`src/hdl/dmic_pkg.sv`:
```
package dmic_pkg;

   localparam int NUM_LINES   = 256;
   localparam int LINE_BYTES  = 16;
   localparam int CACHE_BYTES = NUM_LINES * LINE_BYTES;
   localparam int WORD_BYTES  = 4;
   localparam int NUM_WORDS   = CACHE_BYTES / WORD_BYTES;

   localparam int ADDR_W      = 32;
   localparam int DATA_W      = 32;
   localparam int OFF_W       = $clog2(LINE_BYTES);
   localparam int IDX_W       = $clog2(NUM_LINES);
   localparam int BADDR_W     = $clog2(CACHE_BYTES);
   localparam int WADDR_W     = $clog2(NUM_WORDS);
   localparam int BSEL_W      = $clog2(WORD_BYTES);
   localparam int TAG_W       = ADDR_W - BADDR_W;
   localparam int OP_W        = 3;
   localparam int CSR_ADDR_W  = 3;

   // csr byte addresses
   localparam logic [CSR_ADDR_W-1:0] CSR_ISOLATED = 3'h0;

   typedef enum logic [OP_W-1:0] {
      OP_HIT_CHECK  = 3'd0,
      OP_READ_WORD  = 3'd1,
      OP_READ_BYTE  = 3'd2,
      OP_WRITE_WORD = 3'd3,
      OP_WRITE_BYTE = 3'd4,
      OP_REFILL     = 3'd5
   } op_type;

   typedef enum logic [1:0] {
      ST_CLEAR,
      ST_IDLE,
      ST_EXEC,
      ST_RESP
   } state_type;

   typedef struct packed {
      logic clear;
      logic load;
      logic exec;
      logic resp;
   } cmd_type;

   typedef struct packed {
      logic clear_last;
   } status_type;

endpackage

```
`src/hdl/dmic_ctrl.sv`:
```
module dmic_ctrl (
   input  logic                 clock,
   input  logic                 reset,
   input  logic                 start,
   input  dmic_pkg::status_type status,
   output dmic_pkg::cmd_type    cmd,
   output logic                 busy
);

   dmic_pkg::state_type state_ff, state_in;

   always_ff @(posedge clock) begin
      if (reset) begin
         state_ff <= dmic_pkg::ST_CLEAR;
      end else begin
         state_ff <= state_in;
      end
   end

   always_comb begin
      state_in = state_ff;
      unique case (state_ff)
         dmic_pkg::ST_CLEAR: begin
            if (status.clear_last) state_in = dmic_pkg::ST_IDLE;
         end
         dmic_pkg::ST_IDLE: begin
            if (start) state_in = dmic_pkg::ST_EXEC;
         end
         dmic_pkg::ST_EXEC: begin
            state_in = dmic_pkg::ST_RESP;
         end
         dmic_pkg::ST_RESP: begin
            state_in = dmic_pkg::ST_IDLE;
         end
         default: begin
            state_in = dmic_pkg::ST_CLEAR;
         end
      endcase
   end

   always_comb begin
      cmd  = '0;
      busy = 1'b1;
      unique case (state_ff)
         dmic_pkg::ST_CLEAR: begin
            cmd.clear = 1'b1;
         end
         dmic_pkg::ST_IDLE: begin
            busy     = 1'b0;
            cmd.load = start;
         end
         dmic_pkg::ST_EXEC: begin
            cmd.exec = 1'b1;
         end
         dmic_pkg::ST_RESP: begin
            cmd.resp = 1'b1;
         end
         default: begin
            cmd = '0;
         end
      endcase
   end

endmodule

```
`config.mk`:
```
export PLATFORM = sky130hd
export DESIGN_NAME = dmic_ctrl
export DESIGN_NICKNAME = d
export VERILOG_FILES = /design/src/hdl/dmic_pkg.sv /design/src/hdl/dmic_ctrl.sv
export SDC_FILE = /design/constraint.sdc
export NUM_CORES = 1
export LEC_CHECK = 0
export ABC_AREA = 1
export BUFFER_PORTS_ARGS = -buffer_cell sky130_fd_sc_hd__buf_2
export CAP_MARGIN = 15
export CORE_AREA = 4 4 41 43
export DETAILED_ROUTE_END_ITERATION = 12
export DIE_AREA = 0 0 45 47
export GPL_ROUTABILITY_DRIVEN = 0
export HOLD_SLACK_MARGIN = 0.05
export SYNTH_ARGS = -nofsm -noshare
export SYNTH_HDL_FRONTEND = slang
export SYNTH_SLANG_ARGS = --single-unit
```
`constraint.sdc`:
```
create_clock -name clock -period 2.4 [get_ports clock]
set_clock_uncertainty 0.2 [all_clocks]
set_input_delay 0.36 -clock clock [delete_from_list [all_inputs] [get_ports clock]]
set_output_delay 0.36 -clock clock [all_outputs]
set_load 0.005 [all_outputs]
```
=== Word level (Yosys, flattened, before mapping) ===
Index checks and enable logic that the tools add are counted.

* Register bits: 2
* Latch bits: 0
* RAM bits: 0
* ROM bits: 0
* Output and inout port bits: 5
* Logic and storage cells: 16
* Memories kept: 0

* Add/sub/neg operators: 0
* Multipliers: 0
* Divide/modulo/power cells: 0
* Order comparisons: 0
* Equal/unequal tests: 5
* Shifts and indexed selects: 0
* Mux-type cells: 8
* Bitwise operators: 0
* Reduce and logical (&&, ||, !) cells: 2

{| class="wikitable"
|+ Operators by type and width
! cell !! count
|-
| 2-bit case mux with 4 select lines || 1
|-
| 1-bit two-way mux || 5
|-
| 2-bit equality test (second input constant) || 2
|-
| 2-bit two-way mux || 2
|-
| 2-bit != test (second input constant) || 2
|-
| 2-bit by 1-bit equality test with 1-bit output (second input constant) || 1
|-
| 2-bit zero test || 1
|-
| 2-bit AND reduction || 1
|}

=== Longest topological paths before layout ===
* Depth in word-level cells: 3
* Depth in mapped cells: 6
* Depth with buffers taken out: 6

=== Least setup slack after synthesis ===
Ideal clock, no wire load.

* Kind: flip-flop to output port
* Start: register state_ff[1]
* End: output cmd[2] (netlist name)
* Arrival: 0.707 ns
* Required time: 1.840 ns
* Slack: 1.133 ns
* Cell stages (with the launch flop): 5
* Cell sequence: dfxtp_1 -> inv_1 -> ha_1 -> nand2_1 -> inv_1

{| class="wikitable"
|+ RTL lines
! item !! line !! RTL
|-
| from (decl) || dmic_ctrl.sv:10 || <nowiki>dmic_pkg::state_type state_ff, state_in;</nowiki>
|-
| from (signal assigned) || dmic_ctrl.sv:14 || <nowiki>state_ff <= dmic_pkg::ST_CLEAR;</nowiki>
|-
| from (signal assigned) || dmic_ctrl.sv:16 || <nowiki>state_ff <= state_in;</nowiki>
|-
| to (decl) || dmic_ctrl.sv:6 || <nowiki>output dmic_pkg::cmd_type cmd,</nowiki>
|}

==> impl_metrics.ini <==
[critical_path]
end_kind = output pin
reg2regPathDepth = 6
critPathLaunch = state_ff[1]$_SDFFE_PP0P_
path_cells = inv_1 -> ha_1 -> nand2_1 -> inv_1 -> buf_2
cp_max_fo = 4
start_kind = flip-flop
cpPeakStageDelay_ps = 360
r2r-start = state_ff[0]$_SDFFE_PP0P_
crit_arrival_ps = 1080
path_depth = 5
crit_top_cell = inv_1
cp-endpoint = cmd[2]
cp_num_buf_inv = 3
rr_endpoint = state_ff[0]$_SDFFE_PP0P_
rrSetupSlack_ps = 1120
cp_top_family = flip-flops
cp.required_ps = 1840
cp_slowest_cell = dfxtp_1
crit_type = flip-flop to output pin

[die]
core_um2 = 1300
io_pins = 9
chipHeight_um = 47
die_area_um2 = 2120
rows = 13
die_w_um = 45
initial_core_util_pct = 13.1

[clock_network]
clk_pin_slew_ps = 30
cts.repair.resized = 0
cts_tree = yes
clockBufferDepth = 2
cts_max_level = 1
cts_setup_buffers = 0
cts_hold_buf = 0
cts_root_buffer = clkbuf_4
clk_latency_ps = 230
clkSinkCount = 2
tritoncts.num_buffers = 3

[global_route]
track_usage_pct = 4.57
grt_max_degree = 5
grt_pass1_wl_um = 565
grt_overflow = 0
antenna_found_initial = 0
grt_pass1_vias = 141

[placed_design]
io_buffers = 8
dp_hpwl_um = 282

[finish]
largestRegisters = state_ff: 2 flops
largest_register_ff_count = 2
drive_gt1_share_pct = 37.1
top_register = state_ff
syn2layout_area_growth_pct = 47.8
multiInputGateArea_um2 = 104
seqCellArea_um2 = 40.0
antenna_cells = 0
nFillCells = 156
num-nets-final = 45

[sta]
holdWs_ps = 112
fin_tns_setup_ps = 0
tightestPinTransition_ps = 150
rsz0062_at_grt = no
worst_slew_margin_rel_pct = 90.0
final-hold-violation-count = 0
setup_viol = 0
fmax_mhz = 609
fin_crit_sh_pct = 68.4
fin_crit_ps = 1640
final_max_slew_viol_count = 0

[synth]
syn-cell-area_um2 = 170
synth_cells = 24
syn-num-nets = 32
synth_seq_area_share_pct = 23.5
yosysWarnings = 0
syn_area_per_cell_um2 = 7.09
synth_seq_cells = 2
yosysUniqueCellTypes = 9

[hold_path]
hold_class = input pin to flip-flop

[run]
maxCapViolations = 0

[power]
ir_drop_mv = 0.348
p_leak_uw = 0.000157
powerDensity_nw_per_um2 = 925

[drt]
viasPerCell = 3.20
drc = 0
wl_per_cell_um = 6.90
route.vias.total = 160
wl_um = 345
antenna_left = 0
drtIter0Drc = 2
drtPass1Iterations = 4

[run_status]
outcome = completed
==> power breakdown <==
| part | switching [uW] | internal (uW) | total (uW) |
|---|---|---|---|
| clock network | 19.8 | 55.2 | 75.0 |
| registers | 11.4 | 44.8 | 56.2 |
| logic | 53.5 | 48.0 | 101 |
==> worst register-to-register path, stage by stage (launching register included) <==
cell	delay, ps
dfxtp_1	380
inv_1	80
ha_1	210
nand2_1	130
nand2_1	60
nand2_1	70
a21oi_2	50
==> through the flow <==
| stage | area, um^2 | util [%] | power, uW | instances | worst slack, ps |
|---|---|---|---|---|---|
| after global routing | 251 | 19.3 | 266 | 50 | 643 |
| after global placement | 229 | 17.6 | 161 | 47 | 1000 |
| after detailed placement | 229 | 17.6 | 160 | 47 | 982 |
| final | 251 | 19.3 | 233 | 50 | 759 |
| after floorplan | 170 | - | 125 | 24 | 1130 |
| after CTS | 251 | 19.3 | 240 | 50 | 733 |
==> area by class of cell <==
cell class              count  share of cell area (%)
inverters                   7                    10.4
flip-flops and latches      2                    15.9
repair buffers              8                    15.9
well taps                  15                    7.46
clock buffers               3                    8.96
multi-input cells          15                    41.3
==> logic make-up after synthesis <==
family	count (synthesis)	share of synthesized area [%]
and+or+nand+nor	9	23.5
buffers and inverters	7	15.4
adders and majority gates	4	29.4
AOI/OAI and AO/OA	2	8.09
DFF	2	23.5
==> metal layers <==
| metal | global-route usage [%] | vias up | share of wire [%] |
|---|---|---|---|
| met5 | 0 | - | 0 |
| met4 | 1.75 | 0 | 0 |
| met3 | 7.66 | 0 | 19 |
| met2 | 4.52 | 8 | 36 |
| met1 | 4.30 | 60 | 44 |
| li1 | - | 92 | - |
==> synthesized netlist by cell type <==
cell type	count	area [um^2]
a21oi_2	1	8.76
ha_1	4	50.1
nand2_1	6	22.5
nand2_2	1	6.26
a21oi_1	1	5.00
nand3b_1	1	7.51
nor2_1	1	3.75
dfxtp_1	2	40.0
inv_1	7	26.3
==> how the worst min path moves through the flow <==
stage                                         from                  endpoint  cells after the start
after floorplan                              reset  state_ff[0]$_SDFFE_PP0P_                      1
after global placement    state_ff[0]$_SDFFE_PP0P_  state_ff[0]$_SDFFE_PP0P_                      2
after detailed placement  state_ff[0]$_SDFFE_PP0P_  state_ff[0]$_SDFFE_PP0P_                      2
after CTS                                    reset  state_ff[0]$_SDFFE_PP0P_                      2
after global routing                         reset  state_ff[0]$_SDFFE_PP0P_                      2
final                                        reset  state_ff[0]$_SDFFE_PP0P_                      2
==> cell usage in the layout (no fill, tap or decap) <==
cell type  synthesis  routed
inv_1              7       7
ha_1               4       4
nor2_1             1       1
buf_2              0       8
nand2_2            1       1
clkbuf_4           0       3
a21oi_1            1       1
nand3b_1           1       1
nand2_1            6       6
a21oi_2            1       1
dfxtp_1            2       2
(Power assumes the default switching activity.)
